**src/sv/rtc_pkg.sv**
```systemverilog
// rtc_pkg: shared types, widths, command and status codes of the radio tuner controller
// used by rtc_core, radio_tuner_controller_top and rtc_checker
// no dependencies
package rtc_pkg;

    localparam int STATION_W  = 11;
    localparam int VOL_W      = 7;
    localparam int STEP_W     = 6;
    localparam int REQ_W      = 4;
    localparam int IDX_W      = 4;
    localparam int VREQ_W     = 16;
    localparam int STATUS_W   = 2;
    localparam int CFG_IDX_W  = 3;
    localparam int CFG_DATA_W = 11;
    localparam int S_TDATA_W  = 32;
    localparam int S_TUSER_W  = 4;
    localparam int M_TDATA_W  = 24;

    // command codes
    localparam logic [REQ_W-1:0] REQ_POWER  = 4'd0;
    localparam logic [REQ_W-1:0] REQ_VOLUME = 4'd1;
    localparam logic [REQ_W-1:0] REQ_BAND   = 4'd2;
    localparam logic [REQ_W-1:0] REQ_STORE  = 4'd3;
    localparam logic [REQ_W-1:0] REQ_RECALL = 4'd4;
    localparam logic [REQ_W-1:0] REQ_UP     = 4'd5;
    localparam logic [REQ_W-1:0] REQ_DOWN   = 4'd6;
    localparam logic [REQ_W-1:0] REQ_TUNE   = 4'd7;
    localparam logic [REQ_W-1:0] REQ_QUERY  = 4'd8;

    // status codes
    localparam logic [STATUS_W-1:0] ST_OK   = 2'd0;
    localparam logic [STATUS_W-1:0] ST_LOW  = 2'd1;
    localparam logic [STATUS_W-1:0] ST_HIGH = 2'd2;
    localparam logic [STATUS_W-1:0] ST_REJ  = 2'd3;

    // configuration register indexes
    localparam logic [CFG_IDX_W-1:0] CFG_AM_LOW     = 3'd0;
    localparam logic [CFG_IDX_W-1:0] CFG_AM_HIGH    = 3'd1;
    localparam logic [CFG_IDX_W-1:0] CFG_AM_STEP    = 3'd2;
    localparam logic [CFG_IDX_W-1:0] CFG_FM_LOW     = 3'd3;
    localparam logic [CFG_IDX_W-1:0] CFG_FM_HIGH    = 3'd4;
    localparam logic [CFG_IDX_W-1:0] CFG_FM_STEP    = 3'd5;
    localparam logic [CFG_IDX_W-1:0] CFG_VOLUME_MAX = 3'd6;
    localparam logic [CFG_IDX_W-1:0] CFG_POWER_INIT = 3'd7;

    // reset values
    localparam logic [STATION_W-1:0] AM_LOW_RST     = 11'd530;
    localparam logic [STATION_W-1:0] AM_HIGH_RST    = 11'd1700;
    localparam logic [STEP_W-1:0]    AM_STEP_RST    = 6'd10;
    localparam logic [STATION_W-1:0] FM_LOW_RST     = 11'd879;
    localparam logic [STATION_W-1:0] FM_HIGH_RST    = 11'd1079;
    localparam logic [STEP_W-1:0]    FM_STEP_RST    = 6'd2;
    localparam logic [VOL_W-1:0]     VOLUME_MAX_RST = 7'd100;

    typedef struct packed {
        logic [STATION_W-1:0] am_low;
        logic [STATION_W-1:0] am_high;
        logic [STEP_W-1:0]    am_step;
        logic [STATION_W-1:0] fm_low;
        logic [STATION_W-1:0] fm_high;
        logic [STEP_W-1:0]    fm_step;
        logic [VOL_W-1:0]     volume_max;
    } rtc_cfg_t;

    typedef struct packed {
        logic [REQ_W-1:0]     req_type;
        logic [VREQ_W-1:0]    volume_value;
        logic [IDX_W-1:0]     preset_index;
        logic [STATION_W-1:0] station_value;
    } rtc_cmd_t;

    typedef struct packed {
        logic                 powered;
        logic                 band_fm;
        logic [STATION_W-1:0] station;
        logic [VOL_W-1:0]     volume_now;
        logic [STATUS_W-1:0]  status;
    } rtc_res_t;

endpackage

```
**src/sv/rtc_core.sv**
```systemverilog
// rtc_core: tuner state (power, band, station, volume, presets) and its per-command update
// one command is applied per cmd_fire; res_next is the word for that command
// depends on rtc_pkg
module rtc_core #(
    parameter int PRESET_COUNT = 5
) (
    input  logic             clk,
    input  logic             rst_n,
    input  rtc_pkg::rtc_cfg_t cfg,
    input  logic             cmd_fire,
    input  rtc_pkg::rtc_cmd_t cmd,
    output rtc_pkg::rtc_res_t res_next
);
    import rtc_pkg::*;

    localparam int PIDX_W = (PRESET_COUNT > 1) ? $clog2(PRESET_COUNT) : 1;

    logic                 power_reg, power_next;
    logic                 band_reg, band_next;
    logic [STATION_W-1:0] station_reg, station_next;
    logic [VOL_W-1:0]     volume_reg, volume_next;
    logic [VOL_W-1:0]     saved_vol_reg, saved_vol_next;
    logic [STATION_W-1:0] last_am_reg, last_am_next;
    logic [STATION_W-1:0] last_fm_reg, last_fm_next;
    logic [STATION_W-1:0] am_preset_reg [PRESET_COUNT];
    logic [STATION_W-1:0] fm_preset_reg [PRESET_COUNT];

    logic [STATION_W-1:0] lo, hi, last_cur, last_other, preset_rd;
    logic [STEP_W-1:0]    step;
    logic [STATION_W:0]   up_sum;
    logic                 idx_ok;
    logic [PIDX_W-1:0]    pidx;
    logic                 preset_we;
    logic [STATUS_W-1:0]  status;
    logic signed [VREQ_W-1:0] vol_req;

    always_comb
    begin
        lo         = band_reg ? cfg.fm_low  : cfg.am_low;
        hi         = band_reg ? cfg.fm_high : cfg.am_high;
        step       = band_reg ? cfg.fm_step : cfg.am_step;
        last_cur   = band_reg ? last_fm_reg : last_am_reg;
        last_other = band_reg ? last_am_reg : last_fm_reg;
        idx_ok     = {1'b0, cmd.preset_index} < (IDX_W+1)'(PRESET_COUNT);
        pidx       = cmd.preset_index[PIDX_W-1:0];
        preset_rd  = band_reg ? fm_preset_reg[pidx] : am_preset_reg[pidx];
        up_sum     = {1'b0, station_reg} + (STATION_W+1)'(step);
        vol_req    = cmd.volume_value;

        power_next     = power_reg;
        band_next      = band_reg;
        station_next   = station_reg;
        volume_next    = volume_reg;
        saved_vol_next = saved_vol_reg;
        last_am_next   = last_am_reg;
        last_fm_next   = last_fm_reg;
        preset_we      = 1'b0;
        status         = ST_OK;

        case (cmd.req_type)
            REQ_POWER:
            begin
                power_next = ~power_reg;
                if (power_reg)
                begin
                    saved_vol_next = volume_reg;
                    volume_next    = '0;
                end
                else
                begin
                    volume_next  = saved_vol_reg;
                    station_next = last_cur;
                end
            end
            REQ_VOLUME:
            begin
                if (vol_req[VREQ_W-1])
                begin
                    volume_next = '0;
                    status      = ST_LOW;
                end
                else if (vol_req[VREQ_W-2:0] > (VREQ_W-1)'(cfg.volume_max))
                begin
                    volume_next = cfg.volume_max;
                    status      = ST_HIGH;
                end
                else
                begin
                    volume_next = vol_req[VOL_W-1:0];
                end
            end
            REQ_BAND:
            begin
                // station follows the last one of the band switched to
                band_next    = ~band_reg;
                station_next = last_other;
            end
            REQ_STORE:
            begin
                if (idx_ok)
                    preset_we = 1'b1;
                else
                    status = ST_REJ;
            end
            REQ_RECALL, REQ_UP, REQ_DOWN:
            begin
                if (cmd.req_type == REQ_RECALL && !idx_ok)
                begin
                    status = ST_REJ;
                end
                else
                begin
                    if (cmd.req_type == REQ_RECALL)
                        station_next = preset_rd;
                    else if (cmd.req_type == REQ_UP)
                    begin
                        if (station_reg >= hi)
                            station_next = lo;
                        else if (up_sum[STATION_W])
                            station_next = '1;
                        else
                            station_next = up_sum[STATION_W-1:0];
                    end
                    else
                    begin
                        if (station_reg <= lo)
                            station_next = hi;
                        else if (station_reg > STATION_W'(step))
                            station_next = station_reg - STATION_W'(step);
                        else
                            station_next = '0;
                    end
                    if (band_reg)
                        last_fm_next = station_next;
                    else
                        last_am_next = station_next;
                end
            end
            REQ_TUNE:
            begin
                // direct tune leaves the band's last station alone
                if (cmd.station_value >= lo && cmd.station_value <= hi)
                    station_next = cmd.station_value;
                else
                    status = ST_REJ;
            end
            REQ_QUERY:
            begin
                status = ST_OK;
            end
            default:
            begin
                status = ST_REJ;
            end
        endcase

        res_next.powered    = power_next;
        res_next.band_fm    = band_next;
        res_next.station    = station_next;
        res_next.volume_now = volume_next;
        res_next.status     = status;
    end

    always_ff @(posedge clk or negedge rst_n)
    begin
        if (!rst_n)
        begin
            power_reg     <= 1'b0;
            band_reg      <= 1'b0;
            station_reg   <= AM_LOW_RST;
            volume_reg    <= '0;
            saved_vol_reg <= '0;
            last_am_reg   <= AM_LOW_RST;
            last_fm_reg   <= FM_LOW_RST;
            for (int i = 0; i < PRESET_COUNT; i++)
            begin
                am_preset_reg[i] <= AM_LOW_RST;
                fm_preset_reg[i] <= FM_LOW_RST;
            end
        end
        else if (cmd_fire)
        begin
            power_reg     <= power_next;
            band_reg      <= band_next;
            station_reg   <= station_next;
            volume_reg    <= volume_next;
            saved_vol_reg <= saved_vol_next;
            last_am_reg   <= last_am_next;
            last_fm_reg   <= last_fm_next;
            if (preset_we)
            begin
                if (band_reg)
                    fm_preset_reg[pidx] <= station_reg;
                else
                    am_preset_reg[pidx] <= station_reg;
            end
        end
    end

endmodule

```
**src/sv/radio_tuner_controller_top.sv**
```systemverilog
// radio_tuner_controller_top: stream wrapper, configuration registers and output register
// of the two-band tuner controller
// depends on rtc_pkg and rtc_core
//
// usage:
//  - commands enter on the s_axis channel, one word per command; the command code is
//    s_axis_tuser, its operands are packed in s_axis_tdata
//  - each command gives exactly one word on the m_axis channel: power, band, station,
//    volume and a status code, reflecting the state after the command
//  - an accepted command goes from the input register to the result register that
//    drives m_axis_tvalid; one command per cycle is sustained while m_axis_tready is
//    high, as the state update is one short pass of compare, add and select logic
//  - if the receiver stalls, the result word holds and one more command waits in the
//    input register; s_axis_tready drops only when both are full
//  - the config channel is always ready and may be written only while no command is
//    in flight; writes change band limits, steps and the volume clamp, not the state
//  - reset (rst_n low) returns registers to their defaults: power off, AM band,
//    station and presets at the AM/FM low limits, volume zero, both stages empty
module radio_tuner_controller_top #(
    parameter int PRESET_COUNT = 5
) (
    input  logic                          clk,
    input  logic                          rst_n,
    input  logic                          s_axis_tvalid,
    output logic                          s_axis_tready,
    // volume_value[15:0], preset_index[19:16], station_value[30:20], zero fill
    input  logic [rtc_pkg::S_TDATA_W-1:0] s_axis_tdata,
    // req_type[3:0]
    input  logic [rtc_pkg::S_TUSER_W-1:0] s_axis_tuser,
    output logic                          m_axis_tvalid,
    input  logic                          m_axis_tready,
    // powered[0], band_fm[1], station[12:2], volume_now[19:13], status[21:20], zero fill
    output logic [rtc_pkg::M_TDATA_W-1:0] m_axis_tdata,
    input  logic                          cfg_valid,
    output logic                          cfg_ready,
    input  logic [rtc_pkg::CFG_IDX_W-1:0] cfg_index,
    input  logic [rtc_pkg::CFG_DATA_W-1:0] cfg_data
);
    import rtc_pkg::*;

    rtc_cfg_t cfg_reg;
    logic     in_valid_reg;
    rtc_cmd_t in_cmd_reg;
    logic     out_valid_reg;
    rtc_res_t out_res_reg;
    rtc_res_t res_next;
    logic     advance;

    assign advance       = in_valid_reg && (!out_valid_reg || m_axis_tready);
    assign s_axis_tready = !in_valid_reg || advance;
    assign cfg_ready     = 1'b1;

    always_ff @(posedge clk or negedge rst_n)
    begin
        if (!rst_n)
        begin
            cfg_reg.am_low     <= AM_LOW_RST;
            cfg_reg.am_high    <= AM_HIGH_RST;
            cfg_reg.am_step    <= AM_STEP_RST;
            cfg_reg.fm_low     <= FM_LOW_RST;
            cfg_reg.fm_high    <= FM_HIGH_RST;
            cfg_reg.fm_step    <= FM_STEP_RST;
            cfg_reg.volume_max <= VOLUME_MAX_RST;
        end
        else if (cfg_valid)
        begin
            unique case (cfg_index)
                CFG_AM_LOW:     cfg_reg.am_low     <= cfg_data;
                CFG_AM_HIGH:    cfg_reg.am_high    <= cfg_data;
                CFG_AM_STEP:    cfg_reg.am_step    <= cfg_data[STEP_W-1:0];
                CFG_FM_LOW:     cfg_reg.fm_low     <= cfg_data;
                CFG_FM_HIGH:    cfg_reg.fm_high    <= cfg_data;
                CFG_FM_STEP:    cfg_reg.fm_step    <= cfg_data[STEP_W-1:0];
                CFG_VOLUME_MAX: cfg_reg.volume_max <= cfg_data[VOL_W-1:0];
                // power-on value only matters at reset, and reset restores it to off
                CFG_POWER_INIT: ;
                default: ;
            endcase
        end
    end

    always_ff @(posedge clk or negedge rst_n)
    begin
        if (!rst_n)
        begin
            in_valid_reg  <= 1'b0;
            out_valid_reg <= 1'b0;
        end
        else
        begin
            if (s_axis_tvalid && s_axis_tready)
                in_valid_reg <= 1'b1;
            else if (advance)
                in_valid_reg <= 1'b0;

            if (advance)
                out_valid_reg <= 1'b1;
            else if (m_axis_tready)
                out_valid_reg <= 1'b0;
        end
    end

    always_ff @(posedge clk)
    begin
        if (s_axis_tvalid && s_axis_tready)
        begin
            in_cmd_reg.req_type      <= s_axis_tuser[REQ_W-1:0];
            in_cmd_reg.volume_value  <= s_axis_tdata[15:0];
            in_cmd_reg.preset_index  <= s_axis_tdata[19:16];
            in_cmd_reg.station_value <= s_axis_tdata[30:20];
        end
        if (advance)
            out_res_reg <= res_next;
    end

    rtc_core #(
        .PRESET_COUNT(PRESET_COUNT)
    ) u_core (
        .clk      (clk),
        .rst_n    (rst_n),
        .cfg      (cfg_reg),
        .cmd_fire (advance),
        .cmd      (in_cmd_reg),
        .res_next (res_next)
    );

    assign m_axis_tvalid = out_valid_reg;
    assign m_axis_tdata  = {2'b00, out_res_reg.status, out_res_reg.volume_now,
                            out_res_reg.station, out_res_reg.band_fm, out_res_reg.powered};

endmodule

```
**config.mk**
```make
export PLATFORM = sky130hd
export DESIGN_NAME = radio_tuner_controller_top
export DESIGN_NICKNAME = d
export VERILOG_FILES = /design/src/sv/rtc_pkg.sv /design/src/sv/rtc_core.sv /design/src/sv/radio_tuner_controller_top.sv
export SDC_FILE = /design/constraint.sdc
export NUM_CORES = 1
export LEC_CHECK = 0
export ABC_AREA = 1
export ABC_CLOCK_PERIOD_IN_PS = 6290
export BUFFER_PORTS_ARGS = -buffer_cell sky130_fd_sc_hd__clkbuf_2
export CAP_MARGIN = 30
export CELL_PAD_IN_SITES_DETAIL_PLACEMENT = 0
export CELL_PAD_IN_SITES_GLOBAL_PLACEMENT = 2
export CORE_MARGIN = 2
export CORE_UTILIZATION = 42
export CTS_BUF_LIST = sky130_fd_sc_hd__clkbuf_4
export CTS_CLUSTER_SIZE = 12
export DETAILED_ROUTE_END_ITERATION = 12
export PLACE_DENSITY_LB_ADDON = 0.1
export SLEW_MARGIN = 10
export SYNTH_ARGS = -nofsm -noshare
export SYNTH_HDL_FRONTEND = slang
export SYNTH_SLANG_ARGS = --single-unit
export TNS_END_PERCENT = 1
```
**constraint.sdc**
```tcl
create_clock -name clk -period 6.29 [get_ports clk]
set_input_delay 1.258 -clock clk [delete_from_list [all_inputs] [get_ports clk]]
set_output_delay 1.258 -clock clk [all_outputs]
set_load 0.01 [all_outputs]
```
Yosys cells after proc, flatten, opt, wreduce, memory -nomap -nowiden
Index checks and enable logic that the tools add are counted.

storage, ports and cells
  register bits = 281
  input bits = 55
  output and inout bits = 27
  word-level logic and storage cells = 136

cells by class
  $add $sub $neg = 2
  magnitude comparators = 9
  eq/ne operators = 14
  muxes and demuxes = 44
  bitwise operators = 4
  reductions and logical operators = 28

operators by type and width
  operator            count
  $mux 11             19
  $bwmux 55           2
  $bmux 11 s3         2
  $pmux 11 s4         1
  $demux 11 s3        1
  $ge 11x11->1        2
  $le 11x11->1        2
  $mux 7              3
  $eq 4x3->1 const B  4
  $gt 15x7->1         1
  $pmux 7 s2          1
  $reduce_and 2->1    7
  $add 11x6->12       1
  $gt 11x6->1         1
  $sub 11x6->11       1
  $mux 2              5
  $pmux 2 s5          1
  $eq 3x3->1 const B  3
  $reduce_and 3->1    3
  $eq 4x2->1 const B  2
  $mux 1              8
  $reduce_and 4->1    2
  $eq 3x2->1 const B  2
  $mux 6              1
  15 further kinds    26

Depth between registers and ports, before layout
  depth in word-level cells = 8
  gate-level depth with buffers = 26
  gate-level depth less buffers = 23

Modules after synthesis
From an unflattened synthesis, not the netlist that was laid out.

second synthesis, totals
  cell total of the unflattened synthesis = 1913
  area, all modules = 15463.6 um^2

by module, submodules not included
  module                      instances  cells an instance  area an instance (um^2)  seq. area each (um^2)
  rtc_core                    1          1551               11086.9                  4065.1
  radio_tuner_controller_top  1          362                4376.7                   3373.2

Worst setup path after synthesis
OpenSTA, ideal clock, no wires.

  kind = flip-flop to flip-flop
  start = reg u_core.band_reg
  end = reg out_res_reg, in the netlist m_axis_tdata[2] (data pin)
  setup time = 261 ps
  data arrival time = 2812 ps
  data required time = 6029 ps
  path slack = 3217 ps
  stages on the path, launching flop included = 23
  buffers on the path = 5
  period minus slack after synthesis = 3073 ps
  path through = dfrtp_1 buf_2 buf_4 buf_2 clkbuf_1 o21ai_0 inv_1 ha_1 inv_1 nor2_2 nor2_1 nand2_1 nand3_1 nand2_1 nor2_2 buf_6 nand2_2 a21oi_1 nand2_1 nand2_2 nand2_1 nand2_1 nand3_2

RTL lines
  what                      RTL line                           RTL
  start: declaration        rtc_core.sv:19                     logic band_reg, band_next;
  start signal: assignment  rtc_core.sv:184                    band_reg <= band_next;
  end signal: assignment    radio_tuner_controller_top.sv:113  out_res_reg <= res_next;
  end: declaration          radio_tuner_controller_top.sv:45   rtc_res_t out_res_reg;

Worst setup path after layout
  start = reg u_core.band_reg
  end = reg out_res_reg, in the netlist m_axis_tdata[21] (data pin)

on the way
  word-level cells in the longest chain between the ends = 5
  elaborated cells on any way between the ends = 7
  classes of those cells = order compare: 2; mux: 4; reduce/logical: 1

ends and longest elaborated chain
  what                                                 RTL line                        RTL
  $mux 11, on equally long branches                    rtc_core.sv:39, rtc_core.sv:40
  $ge 11x11->1 / $le 11x11->1 (equally long branches)  rtc_core.sv:142                 if (cmd.station_value >= lo && cmd.station_value <= hi)
  $logic_and 1x1->1 (*)                                rtc_core.sv:142
  $mux 2 (*)                                           rtc_core.sv:142
  $pmux 2 s5 (*)                                       rtc_core.sv:60                  case (cmd.req_type)

Mark *: on every way between the ends. The rest lies on a longest branch, timed or not.
A chain may end at the register's enable or synchronous reset.

==> summary.md <==
| Metric | Value |
|---|---|
| Critical path endpoint category | `flip-flop` |
| Mean Syn Cell Area | `8.08 sq um` |
| RSZ-0062 raised after global routing | `no` |
| Crit path DAT | `4.57 ns` |
| Worst Path Required | `6.76 ns` |
| Total power | `7.50 mW` |
| Synth area leaders | `dfrtp_1 20%, dfstp_2 16%, nand2_1 15%` |
| Clock Latency Late Sink | `0.78 ns` |
| Distinct cells, synth | `48` |
| Peak Freq | `244 MHz` |
| Final-stage net count | `2,136` |
| Die area | `38,500 sq um` |
| Worst path top cell family by delay | `simple AND/OR/NAND/NOR gates` |
| CTS tree | `yes` |
| Sequential area share after synthesis | `47.9%` |
| CTS sink count | `281` |
| Fillers | `3,715` |
| Number of placed cells counting well taps | `2,399` |
| Largest net degree at the start of global routing | `123` |
| Commonest non-fill, non-tap cells in the layout | `601 x nand2_1, 244 x o21ai_0, 213 x inv_1` |
| CTS resizes | `0` |
| PortBufs | `77` |
| Power Dens Cells | `432 nW/um^2` |
| Rows | `70` |
| Tmin final | `4.10 ns` |
| Largest register FFs | `63` |
| Vias per inst | `5.12` |
| CP Buf/Inv Count | `3` |
| Share of cells above drive strength 1 | `19.5%` |
| Top cell type's share of synthesized area | `20.5%` |
| Drt drc | `0` |
| GRT overflow | `0` |
| Reg area | `7440 sq um` |
| Post-DP HPWL | `31,700 um` |
| Cell mode on critical path | `nand2_1` |
| Yosys reg bits | `281` |
| Tcrit/Tclk final | `65.2%` |
| Initial antenna violation count | `1` |
| Worst-path maximum fanout | `32` |
| CP startpoint kind | `flip-flop` |
| Initial Util | `42.5%` |
| Number of global-route vias before repair | `12,500` |
| Overall Global Routing Usage | `25.0%` |
| Cell taking the most area after synthesis | `dfrtp_1` |
| Hold buffers post-CTS | `0` |
| Final setup violation count | `0` |
| Outcome | `finished, final reports clean` |
| Slew @ Worst Pin | `1.01 ns` |
| Cts bufs inserted | `80` |
| Top Ports | `82` |
| IR drop worst, VDD | `168 uV` |
| Relative slew slack | `32.6%` |
| Setup TNS | `0 ns` |
| Routability Congestion | `0.844` |
| Clock transition at path regs | `0.06 ns` |
| # H-tree levels | `3` |
| Post-Syn Instances | `1,922` |
| Root Buffer | `clkbuf_4` |
| Non-Filler Instances | `2,548` |
| Setup CP Type | `reg -> reg` |
| Ys Warns | `0` |
| Area grow syn2layout | `11.9%` |
| CTS max path bufs | `3` |
| Hold_ws | `0.479 ns` |
| 1st-pass router iterations | `5` |
| Most common cell after layout, fill and taps aside | `nand2_1` |
| Max-cap violations | `0` |
| Mapped Area | `15,500 sq um` |
| Hold Violations, Final | `0` |
| First-pass GRT wire length | `72,400 um` |
| Wire length per cell | `18.4 um` |
| CP max stage cell | `dfrtp_2` |
| Drt initial violations | `893` |
| ANT nets after route | `0` |
| Post-CTS setup buffer count | `0` |
| Hold WC Path Type | `reg -> reg` |
| Core area | `36,500 sq um` |
| Final wirelength | `46,900 um` |
| Via count | `13,000` |
| Largest stage delay on the critical path | `0.63 ns` |
| Pleak | `8.67 nW` |
| Crit-path cells | `inv_1 > buf_4 > or2_2 > o21ai_0 > inv_1 > ha_1 > nand4_1 > nor3_1 > nand2_1 > nand4_1 > nand2_1 > a21boi_0 > nand2_1` |
| Slew Limit Fails | `0` |
| Area of the multi-input gates | `6740 sq um` |
| Final setup skew | `0.0467 ns` |
| Die Span X | `196 um` |
| Die H | `196 um` |
[area by class of cell]
type / instances / share of cell area [%]
inverter: 225 / 4.89
antenna: 2 / 0.0288
timing repair buffer: 110 / 3.86
sequential: 281 / 42.8
clock inverter: 14 / 0.605
clock buffer: 131 / 5.66
tap: 468 / 3.37
multi-input combinational: 1317 / 38.8
[through the flow]
step / instance area [sq um] / util (%) / setup WS [ns]
2_1_floorplan: 15500 / - / 3.22
3_3_place_gp: 16200 / 44.5 / 2.22
3_5_place_dp: 16300 / 44.5 / 2.19
4_1_cts: 17300 / 47.5 / 2.18
5_1_grt: 17400 / 47.6 / 1.84
6_report: 17400 / 47.6 / 2.19
[worst register-to-register path: cells and delay by family (launching register included)]
family,cells,cell delay (ns)
and+or+nand+nor,7,1.36
AOI/OAI and AO/OA,2,0.73
adders and majority gates,1,0.29
buffers and inverters,3,0.78
DFF,1,0.63
[layer usage]
metal | up-vias | part of all wire [%] | global-route usage, %
met2 | 372 | 46 | 40.3
li1 | 6471 | - | -
met5 | - | 0 | 0
met4 | 0 | 2.9 | 8.95
met1 | 6122 | 45 | 33.4
met3 | 84 | 5.2 | 5.07
[power by group]
part           switching, mW  internal (mW)  leakage, nW
clock network          0.780           1.02        0.650
registers              0.296           2.24         3.04
logic                   2.17           1.00         4.98
[cell families after synthesis]
family                     count (synthesis)  synth area share (%)
AOI/OAI and AO/OA                        408                  14.5
xor gates and xnor gates                   8                 0.451
adders and majority gates                 66                  5.41
buffers and inverters                    325                  8.80
DFF                                      281                  47.9
muxes                                     25                  1.66
other                                      2                0.0483
and+or+nand+nor                          807                  21.2
[path summary, 6_finish.rpt]
path	slack [ns]	startpoint	cells past startpoint	to
setup reg to reg	2.19	u_core.band_reg	13	m_axis_tdata[21]
max in group asynchronous	4.61	rst_n	2	u_core.band_reg
hold reg to reg	0.48	cfg_reg[11]	2	cfg_reg[11]
setup / recovery	2.19	u_core.band_reg	13	m_axis_tdata[21]
min in group asynchronous	0.58	rst_n	1	u_core.am_preset_reg[35]
hold / removal	0.48	cfg_reg[11]	2	cfg_reg[11]
[Yosys cell counts (all sizes together)]
cell,n
conb,2
o311ai,1
a21oi,66
o211ai,13
and3,1
clkinv,1
and2,5
nand4,8
mux2,6
a211oi,4
o22ai,37
clkbuf,45
o31ai,5
mux2i,19
buf,54
or2,8
nor4,2
dfstp,97
nand2,614
ha,64
o21ai,250
a21o,2
xor2,7
edfxtp,57
inv,224
dlygate4sd1,1
nor3,8
nand3,72
dfrtp,127
a21boi,1
o21a,16
o2111ai,1
nor2,89
o21bai,12
xnor2,1
fa,2
(Power assumes the default switching activity.)
